$ cat src/rtl/nscv_pkg.sv
package nscv_pkg;

    localparam int POS_W = 4;
    localparam logic [POS_W-1:0] MIN_LINE_LENGTH = 4'd14;
    localparam logic [POS_W-1:0] SEPARATOR_INDEX = 4'd6;
    localparam logic [1:0] SUM_CHARS = 2'd2;

    localparam int QUEUE_DEPTH = 2;
    localparam int QPTR_W = $clog2(QUEUE_DEPTH);
    localparam int QCNT_W = $clog2(QUEUE_DEPTH + 1);

    localparam logic [7:0] CHAR_BANG  = 8'h21;
    localparam logic [7:0] CHAR_COMMA = 8'h2C;
    localparam logic [7:0] CHAR_STAR  = 8'h2A;
    localparam logic [7:0] CHAR_PLUS  = 8'h2B;
    localparam logic [7:0] CHAR_MINUS = 8'h2D;
    localparam logic [7:0] CHAR_SPACE = 8'h20;
    localparam logic [7:0] CHAR_TAB   = 8'h09;
    localparam logic [7:0] CHAR_CR    = 8'h0D;
    localparam logic [7:0] CHAR_ZERO  = 8'h30;
    localparam logic [7:0] CHAR_NINE  = 8'h39;
    localparam logic [7:0] CHAR_LC_A  = 8'h61;
    localparam logic [7:0] CHAR_LC_F  = 8'h66;
    localparam logic [7:0] CHAR_UC_A  = 8'h41;
    localparam logic [7:0] CHAR_UC_F  = 8'h46;

    typedef enum logic [2:0] {
        REASON_OK       = 3'd0,
        REASON_SHORT    = 3'd1,
        REASON_NO_BANG  = 3'd2,
        REASON_NO_COMMA = 3'd3,
        REASON_NO_STAR  = 3'd4,
        REASON_NO_SUM   = 3'd5,
        REASON_MISMATCH = 3'd6
    } reason_t;

    typedef struct packed {
        logic [7:0] line_byte;
        logic       end_of_line;
    } in_req_t;

    typedef struct packed {
        logic       line_valid;
        logic [2:0] fail_reason;
        logic [7:0] computed_sum;
        logic [7:0] received_sum;
    } out_req_t;

    // per-line summary passed from front to back
    typedef struct packed {
        logic       len_ok;
        logic       start_ok;
        logic       sep_ok;
        logic       star_seen;
        logic       two_after;
        logic [7:0] xor_sum;
        logic [7:0] first_char;
        logic [7:0] second_char;
    } line_sum_t;

    function automatic logic is_space_char(input logic [7:0] c);
        return (c == CHAR_SPACE) || ((c >= CHAR_TAB) && (c <= CHAR_CR));
    endfunction

    // {digit ok, nibble}
    function automatic logic [4:0] hex_value(input logic [7:0] c);
        logic [7:0] d;
        d = 8'h00;
        if ((c >= CHAR_ZERO) && (c <= CHAR_NINE)) begin
            d = c - CHAR_ZERO;
            return {1'b1, d[3:0]};
        end
        if ((c >= CHAR_LC_A) && (c <= CHAR_LC_F)) begin
            d = c - CHAR_LC_A + 8'd10;
            return {1'b1, d[3:0]};
        end
        if ((c >= CHAR_UC_A) && (c <= CHAR_UC_F)) begin
            d = c - CHAR_UC_A + 8'd10;
            return {1'b1, d[3:0]};
        end
        return 5'd0;
    endfunction

    function automatic logic [7:0] parse_sum(input logic [7:0] c1, input logic [7:0] c2);
        logic [4:0] h1;
        logic [4:0] h2;
        logic [7:0] v;
        h1 = hex_value(c1);
        h2 = hex_value(c2);
        v  = h2[4] ? {4'h0, h2[3:0]} : 8'h00;
        if (is_space_char(c1)) begin
            if ((c2 == CHAR_PLUS) || (c2 == CHAR_MINUS)) begin
                return 8'h00;
            end
            return v;
        end
        if ((c1 == CHAR_PLUS) || (c1 == CHAR_MINUS)) begin
            if (c1 == CHAR_MINUS) begin
                return 8'h00 - v;
            end
            return v;
        end
        if (!h1[4]) begin
            return 8'h00;
        end
        if (!h2[4]) begin
            return {4'h0, h1[3:0]};
        end
        return {h1[3:0], h2[3:0]};
    endfunction

endpackage

$ cat src/rtl/nmea_sentence_checksum_validator_unit.sv
// m_valid rises once the line summary, written into the queue at the edge that takes the request
// carrying end_of_line, has been loaded into the result register; with m_ready high it is then taken.
// One byte request per cycle while s_ready is high; at most one result per cycle.
// The per-byte checks and XOR update in the front set the rate; a two-entry queue
// sits between the front and the registered result stage. With both full, s_ready drops.
// Reset (aresetn low, synchronous) clears line state, the queue and m_valid.
module nmea_sentence_checksum_validator_unit (
    input  logic              aclk,
    input  logic              aresetn,
    input  logic              s_valid,
    output logic              s_ready,
    input  nscv_pkg::in_req_t s_req,
    output logic              m_valid,
    input  logic              m_ready,
    output nscv_pkg::out_req_t m_res
);
    import nscv_pkg::*;

    logic      push_valid;
    logic      push_ready;
    line_sum_t push_sum;
    logic      pop_valid;
    logic      pop_ready;
    line_sum_t pop_sum;

    nscv_front u_front (
        .aclk       (aclk),
        .aresetn    (aresetn),
        .s_valid    (s_valid),
        .s_ready    (s_ready),
        .s_req      (s_req),
        .push_valid (push_valid),
        .push_ready (push_ready),
        .push_sum   (push_sum)
    );

    nscv_queue u_queue (
        .aclk       (aclk),
        .aresetn    (aresetn),
        .push_valid (push_valid),
        .push_ready (push_ready),
        .push_sum   (push_sum),
        .pop_valid  (pop_valid),
        .pop_ready  (pop_ready),
        .pop_sum    (pop_sum)
    );

    nscv_back u_back (
        .aclk      (aclk),
        .aresetn   (aresetn),
        .pop_valid (pop_valid),
        .pop_ready (pop_ready),
        .pop_sum   (pop_sum),
        .m_valid   (m_valid),
        .m_ready   (m_ready),
        .m_res     (m_res)
    );

endmodule

$ cat src/rtl/nscv_front.sv
module nscv_front (
    input  logic                aclk,
    input  logic                aresetn,
    input  logic                s_valid,
    output logic                s_ready,
    input  nscv_pkg::in_req_t   s_req,
    output logic                push_valid,
    input  logic                push_ready,
    output nscv_pkg::line_sum_t push_sum
);
    import nscv_pkg::*;

    logic [POS_W-1:0] pos_reg, pos_next;
    logic             start_reg, start_next;
    logic             sep_reg, sep_next;
    logic             star_reg, star_next;
    logic [1:0]       after_reg, after_next;
    logic [7:0]       xor_reg, xor_next;
    logic [7:0]       c1_reg, c1_next;
    logic [7:0]       c2_reg, c2_next;
    logic             accept;

    assign s_ready = push_ready;
    assign accept  = s_valid && push_ready;

    always_comb begin
        start_next = start_reg;
        sep_next   = sep_reg;
        star_next  = star_reg;
        after_next = after_reg;
        xor_next   = xor_reg;
        c1_next    = c1_reg;
        c2_next    = c2_reg;
        pos_next   = pos_reg;

        if (pos_reg == '0) begin
            start_next = (s_req.line_byte == CHAR_BANG);
        end
        if (pos_reg == SEPARATOR_INDEX) begin
            sep_next = (s_req.line_byte == CHAR_COMMA);
        end
        if (!star_reg) begin
            if (s_req.line_byte == CHAR_STAR) begin
                star_next = 1'b1;
            end else if (pos_reg != '0) begin
                xor_next = xor_reg ^ s_req.line_byte;
            end
        end else if (after_reg < SUM_CHARS) begin
            if (after_reg == 2'd0) begin
                c1_next = s_req.line_byte;
            end else begin
                c2_next = s_req.line_byte;
            end
            after_next = after_reg + 2'd1;
        end
        if (pos_reg < MIN_LINE_LENGTH) begin
            pos_next = pos_reg + POS_W'(1);
        end
    end

    always_comb begin
        push_valid            = s_valid && s_req.end_of_line;
        push_sum.len_ok       = (pos_next >= MIN_LINE_LENGTH);
        push_sum.start_ok     = start_next;
        push_sum.sep_ok       = sep_next;
        push_sum.star_seen    = star_next;
        push_sum.two_after    = (after_next >= SUM_CHARS);
        push_sum.xor_sum      = xor_next;
        push_sum.first_char   = c1_next;
        push_sum.second_char  = c2_next;
    end

    always_ff @(posedge aclk) begin
        if (!aresetn || (accept && s_req.end_of_line)) begin
            pos_reg   <= '0;
            start_reg <= 1'b0;
            sep_reg   <= 1'b0;
            star_reg  <= 1'b0;
            after_reg <= 2'd0;
            xor_reg   <= 8'h00;
            c1_reg    <= 8'h00;
            c2_reg    <= 8'h00;
        end else if (accept) begin
            pos_reg   <= pos_next;
            start_reg <= start_next;
            sep_reg   <= sep_next;
            star_reg  <= star_next;
            after_reg <= after_next;
            xor_reg   <= xor_next;
            c1_reg    <= c1_next;
            c2_reg    <= c2_next;
        end
    end

endmodule

$ cat src/rtl/nscv_queue.sv
module nscv_queue (
    input  logic                aclk,
    input  logic                aresetn,
    input  logic                push_valid,
    output logic                push_ready,
    input  nscv_pkg::line_sum_t push_sum,
    output logic                pop_valid,
    input  logic                pop_ready,
    output nscv_pkg::line_sum_t pop_sum
);
    import nscv_pkg::*;

    line_sum_t         entry_reg [QUEUE_DEPTH];
    logic [QPTR_W-1:0] wr_ptr_reg, wr_ptr_next;
    logic [QPTR_W-1:0] rd_ptr_reg, rd_ptr_next;
    logic [QCNT_W-1:0] count_reg, count_next;
    logic              do_push;
    logic              do_pop;

    assign push_ready = (count_reg != QCNT_W'(QUEUE_DEPTH));
    assign pop_valid  = (count_reg != '0);
    assign pop_sum    = entry_reg[rd_ptr_reg];
    assign do_push    = push_valid && push_ready;
    assign do_pop     = pop_valid && pop_ready;

    always_comb begin
        wr_ptr_next = wr_ptr_reg;
        rd_ptr_next = rd_ptr_reg;
        count_next  = count_reg;
        if (do_push) begin
            wr_ptr_next = (wr_ptr_reg == QPTR_W'(QUEUE_DEPTH - 1)) ? '0 : wr_ptr_reg + QPTR_W'(1);
        end
        if (do_pop) begin
            rd_ptr_next = (rd_ptr_reg == QPTR_W'(QUEUE_DEPTH - 1)) ? '0 : rd_ptr_reg + QPTR_W'(1);
        end
        if (do_push && !do_pop) begin
            count_next = count_reg + QCNT_W'(1);
        end else if (do_pop && !do_push) begin
            count_next = count_reg - QCNT_W'(1);
        end
    end

    always_ff @(posedge aclk) begin
        if (!aresetn) begin
            wr_ptr_reg <= '0;
            rd_ptr_reg <= '0;
            count_reg  <= '0;
        end else begin
            wr_ptr_reg <= wr_ptr_next;
            rd_ptr_reg <= rd_ptr_next;
            count_reg  <= count_next;
        end
    end

    always_ff @(posedge aclk) begin
        if (do_push) begin
            entry_reg[wr_ptr_reg] <= push_sum;
        end
    end

endmodule

$ cat src/rtl/nscv_back.sv
module nscv_back (
    input  logic                aclk,
    input  logic                aresetn,
    input  logic                pop_valid,
    output logic                pop_ready,
    input  nscv_pkg::line_sum_t pop_sum,
    output logic                m_valid,
    input  logic                m_ready,
    output nscv_pkg::out_req_t  m_res
);
    import nscv_pkg::*;

    logic     m_valid_reg, m_valid_next;
    out_req_t m_res_reg, m_res_next;
    logic     load;
    logic [7:0] received;
    reason_t  reason;

    assign pop_ready = !m_valid_reg || m_ready;
    assign load      = pop_valid && pop_ready;
    assign m_valid   = m_valid_reg;
    assign m_res     = m_res_reg;

    always_comb begin
        received = pop_sum.two_after ? parse_sum(pop_sum.first_char, pop_sum.second_char)
                                     : 8'h00;
        if (!pop_sum.len_ok) begin
            reason = REASON_SHORT;
        end else if (!pop_sum.start_ok) begin
            reason = REASON_NO_BANG;
        end else if (!pop_sum.sep_ok) begin
            reason = REASON_NO_COMMA;
        end else if (!pop_sum.star_seen) begin
            reason = REASON_NO_STAR;
        end else if (!pop_sum.two_after) begin
            reason = REASON_NO_SUM;
        end else if (pop_sum.xor_sum != received) begin
            reason = REASON_MISMATCH;
        end else begin
            reason = REASON_OK;
        end

        m_res_next.line_valid   = (reason == REASON_OK);
        m_res_next.fail_reason  = reason;
        m_res_next.computed_sum = pop_sum.xor_sum;
        m_res_next.received_sum = received;

        if (load) begin
            m_valid_next = 1'b1;
        end else if (m_ready) begin
            m_valid_next = 1'b0;
        end else begin
            m_valid_next = m_valid_reg;
        end
    end

    always_ff @(posedge aclk) begin
        if (!aresetn) begin
            m_valid_reg <= 1'b0;
        end else begin
            m_valid_reg <= m_valid_next;
        end
    end

    always_ff @(posedge aclk) begin
        if (load) begin
            m_res_reg <= m_res_next;
        end
    end

endmodule

$ cat config.mk
export PLATFORM = sky130hd
export DESIGN_NAME = nmea_sentence_checksum_validator_unit
export DESIGN_NICKNAME = d
export VERILOG_FILES = /design/src/rtl/nscv_pkg.sv /design/src/rtl/nmea_sentence_checksum_validator_unit.sv /design/src/rtl/nscv_front.sv /design/src/rtl/nscv_queue.sv /design/src/rtl/nscv_back.sv
export SDC_FILE = /design/constraint.sdc
export NUM_CORES = 1
export LEC_CHECK = 0
export BUFFER_PORTS_ARGS = -buffer_cell sky130_fd_sc_hd__clkbuf_2
export CORE_UTILIZATION = 60
export DETAILED_ROUTE_END_ITERATION = 10
export HOLD_SLACK_MARGIN = 0.03
export PLACE_DENSITY = 0.79
export SLEW_MARGIN = 20
export SYNTH_ARGS = -nofsm -noshare
export SYNTH_HDL_FRONTEND = slang
export SYNTH_SLANG_ARGS = --single-unit
$ cat constraint.sdc
create_clock -name aclk -period 8.2 [get_ports aclk]
set_clock_uncertainty 0.05 [all_clocks]
set_input_delay 0.41 -clock aclk [delete_from_list [all_inputs] [get_ports aclk]]
set_output_delay 0.41 -clock aclk [all_outputs]
set_load 0.05 [all_outputs]
==> run metrics <==
Power Dens Cells 323.5 nW/um^2; fraction of layout cells with a size suffix above 1 0.2159; DIE HEIGHT 100.8 um; RSZ-0062 raised after global routing no; maximum clock insertion buffer count 2; Final setup viols 0; Reg-to-Reg End u_back.m_res[18]$_DFFE_PP_; DP HPWL 8553 um; fin. max-slew vios 0; synthesis-to-finish area growth 14.33%; Total GRT Usage 0.2685; Main synth FF type edfxtp_1; Peak VDD IR 0.1739 mV; Tot Pwr 2.167 mW; Num CTS Buffers 17; Nets 593; number of max-cap violations 0; Root Driver clkbuf_8; clock slew seen by the registers of the worst setup and hold paths 60 ps; Setup Crit Path Kind reg2reg; drt first pass iters 5; Synth Warn # 0; post-route design area 6700 um^2; via count 4356; Int Pwr 1.390 mW; Synth area leaders edfxtp_1, dfxtp_1, mux2_2; TNS Setup 0 ps; fraction of power spent switching nets 0.3588; number of hold buffers added after cts 0; final period utilization 0.5860; Top Ports 35; register area share after synthesis 0.5329; most frequent cells after synthesis edfxtp_1, nor2_1, dfxtp_1, nand2_1, mux2_2; WP data required 8410 ps; clk sink count 117; Diodes inserted 0; Hold Crit Start aresetn; DRC violations left 0; post-synthesis cell area 5861 um^2; Clk Latency, worst-skew pair 510 ps; Placed Area 6143 um^2; Reg2Reg Setup Slack 3390 ps; flop and latch count out of synthesis 117; EDFF count, synth 78; core box area 9371 um^2; Crit Path Max Fanout 57; first-pass GRT wire length 20400 um; Routed Antenna Nets 0; Synth Net Count 552; crit start category flip-flop; Hold Path Class in2reg; routability congestion estimate 0.9837; GRT overflow 0; CP Capture Type flip-flop; Arr. time, crit path 5020 ps; FFs w/ async S/R, synth 0; drt total wl 12780 um; min cycle time layout 4805 ps; f_max 0.2081 GHz; Seq pwr share 0.363; CTS HTree Levels 4; vias in the first global route 4055; largest net degree at the start of global routing 58; initial core utilization 0.6254; post-synthesis cell type count 74; Cell Rows 35; Buffers on Ports 34; WL per Instance 18.05 um; cell with the most instances after synthesis edfxtp_1; die area 10170 um^2; via/cell ratio 6.153; Mean Syn Cell Area 11.16 um^2; CTS tree done; Worst-Margin Slew 1017 ps; worst r2r path cells 17; P_leak 2.502 nW; share of the synthesized area in the top cell type 0.3997; Resize count post-CTS 0; Worst Hold Path EP u_back.m_valid$_SDFFE_PN0P_; Cells after Synth 525; Clock Power Share 0.311; Switch Pwr 0.7776 mW; Final Hold Viols 0; die width 100.8 um; Logic pwr share 0.326; Post-CTS Setup Bufs 0; Largest register FFs 58; area leader, netlist edfxtp_1; slew margin rel. 0.3211; Hold Path Depth 2; initial antenna violation count 0; status completed; DR iter-0 viols 374
stage by stage:
stage                     utilization  hold WS (ps)  setup slack, ps  cells
after global routing           0.7150         148.5             3105    708
after CTS                      0.7146         130.8             3473    708
after detailed placement       0.6555         400.0             3512    676
after floorplan                     -         386.3             3862    525
after global placement         0.6555         392.8             3789    676
final                          0.7150         166.7             3395    708
cells by family after synthesis:
family	share of synthesized area
XOR/XNOR	0.04035
buffers and inverters	0.02605
adder cells (fa/ha/maj)	0.02989
multiplexers	0.07515
AO/OA/AOI/OAI	0.1123
AND/OR/NAND/NOR	0.1834
flip-flops	0.5329
worst max-delay path by stage:
stage / endpoint / startpoint / slack (ps) / cells past startpoint
after floorplan: u_back.m_res[18]$_DFFE_PP_ / flip-flop / 3860 / 20
after global placement: u_back.m_res[18]$_DFFE_PP_ / flip-flop / 3790 / 17
after detailed placement: u_back.m_res[18]$_DFFE_PP_ / flip-flop / 3510 / 17
after CTS: u_back.m_res[18]$_DFFE_PP_ / flip-flop / 3470 / 17
after global routing: u_back.m_res[18]$_DFFE_PP_ / flip-flop / 3100 / 16
final: u_back.m_res[18]$_DFFE_PP_ / flip-flop / 3390 / 17
power groups by stage:
stage                     clock, mW  sequential [mW]  combinational [mW]
final                         0.673            0.787               0.707
after global routing          0.709            0.797               0.762
after CTS                     0.681            0.787               0.699
after detailed placement          0            0.798               0.688
after global placement            0            0.793               0.665
after floorplan                   0            0.922               0.430
per-layer routing:
| metal | GRT usage | share of wire | up-vias |
|---|---|---|---|
| met5 | 0 | 0 | - |
| met4 | 0.1048 | 0.019 | 0 |
| met3 | 0.06449 | 0.064 | 30 |
| met2 | 0.4173 | 0.47 | 215 |
| met1 | 0.3659 | 0.45 | 2105 |
| li1 | - | - | 2006 |
cells in the final DEF (no fill, tap or decap), types with 3 or more instances in the layout:
| cell | count |
|---|---|
| nor2_1 | 74 |
| nand4_1 | 3 |
| mux2i_1 | 8 |
| o21ai_0 | 14 |
| inv_1 | 18 |
| clkinv_4 | 3 |
| a21oi_1 | 18 |
| o22ai_1 | 3 |
| nand4b_1 | 4 |
| o21a_1 | 4 |
| clkbuf_16 | 18 |
| a31oi_1 | 6 |
| buf_4 | 4 |
| edfxtp_1 | 78 |
| nor2b_1 | 7 |
| and3_1 | 3 |
| nor3b_1 | 8 |
| and2_1 | 6 |
| xor2_1 | 14 |
| nand2b_1 | 6 |
| ha_1 | 14 |
| clkinv_2 | 4 |
| xnor2_1 | 13 |
| nor3_1 | 23 |
| a221oi_1 | 3 |
| clkbuf_2 | 34 |
| mux2_2 | 32 |
| a21boi_0 | 3 |
| nand2_1 | 38 |
| nor4b_2 | 3 |
| nand3_1 | 7 |
| dfxtp_1 | 38 |
cell type report:
| class | count | area, um^2 |
|---|---|---|
| clock inverters | 10 | 67.56 |
| fillers | 643 | 2671 |
| flip-flops and latches | 117 | 3124 |
| inverters | 18 | 67.56 |
| repair buffers | 38 | 200.2 |
| multi-input cells | 374 | 2594 |
| well taps | 129 | 161.4 |
| clock buffers | 22 | 485.5 |
worst max-delay path, cell delays in order (launching register included):
cell,delay (ps)
dfxtp_2,310
buf_4,470
mux2_2,440
inv_1,90
ha_1,190
nor2_1,50
o21ai_0,260
nor2b_1,380
o21ai_0,170
a21oi_1,160
ha_1,240
o32ai_1,130
a31oi_1,130
nor3b_1,190
a2111oi_2,360
nand4b_1,150
or4b_4,520
o211a_1,220
Power figures use the tool's default switching activity.
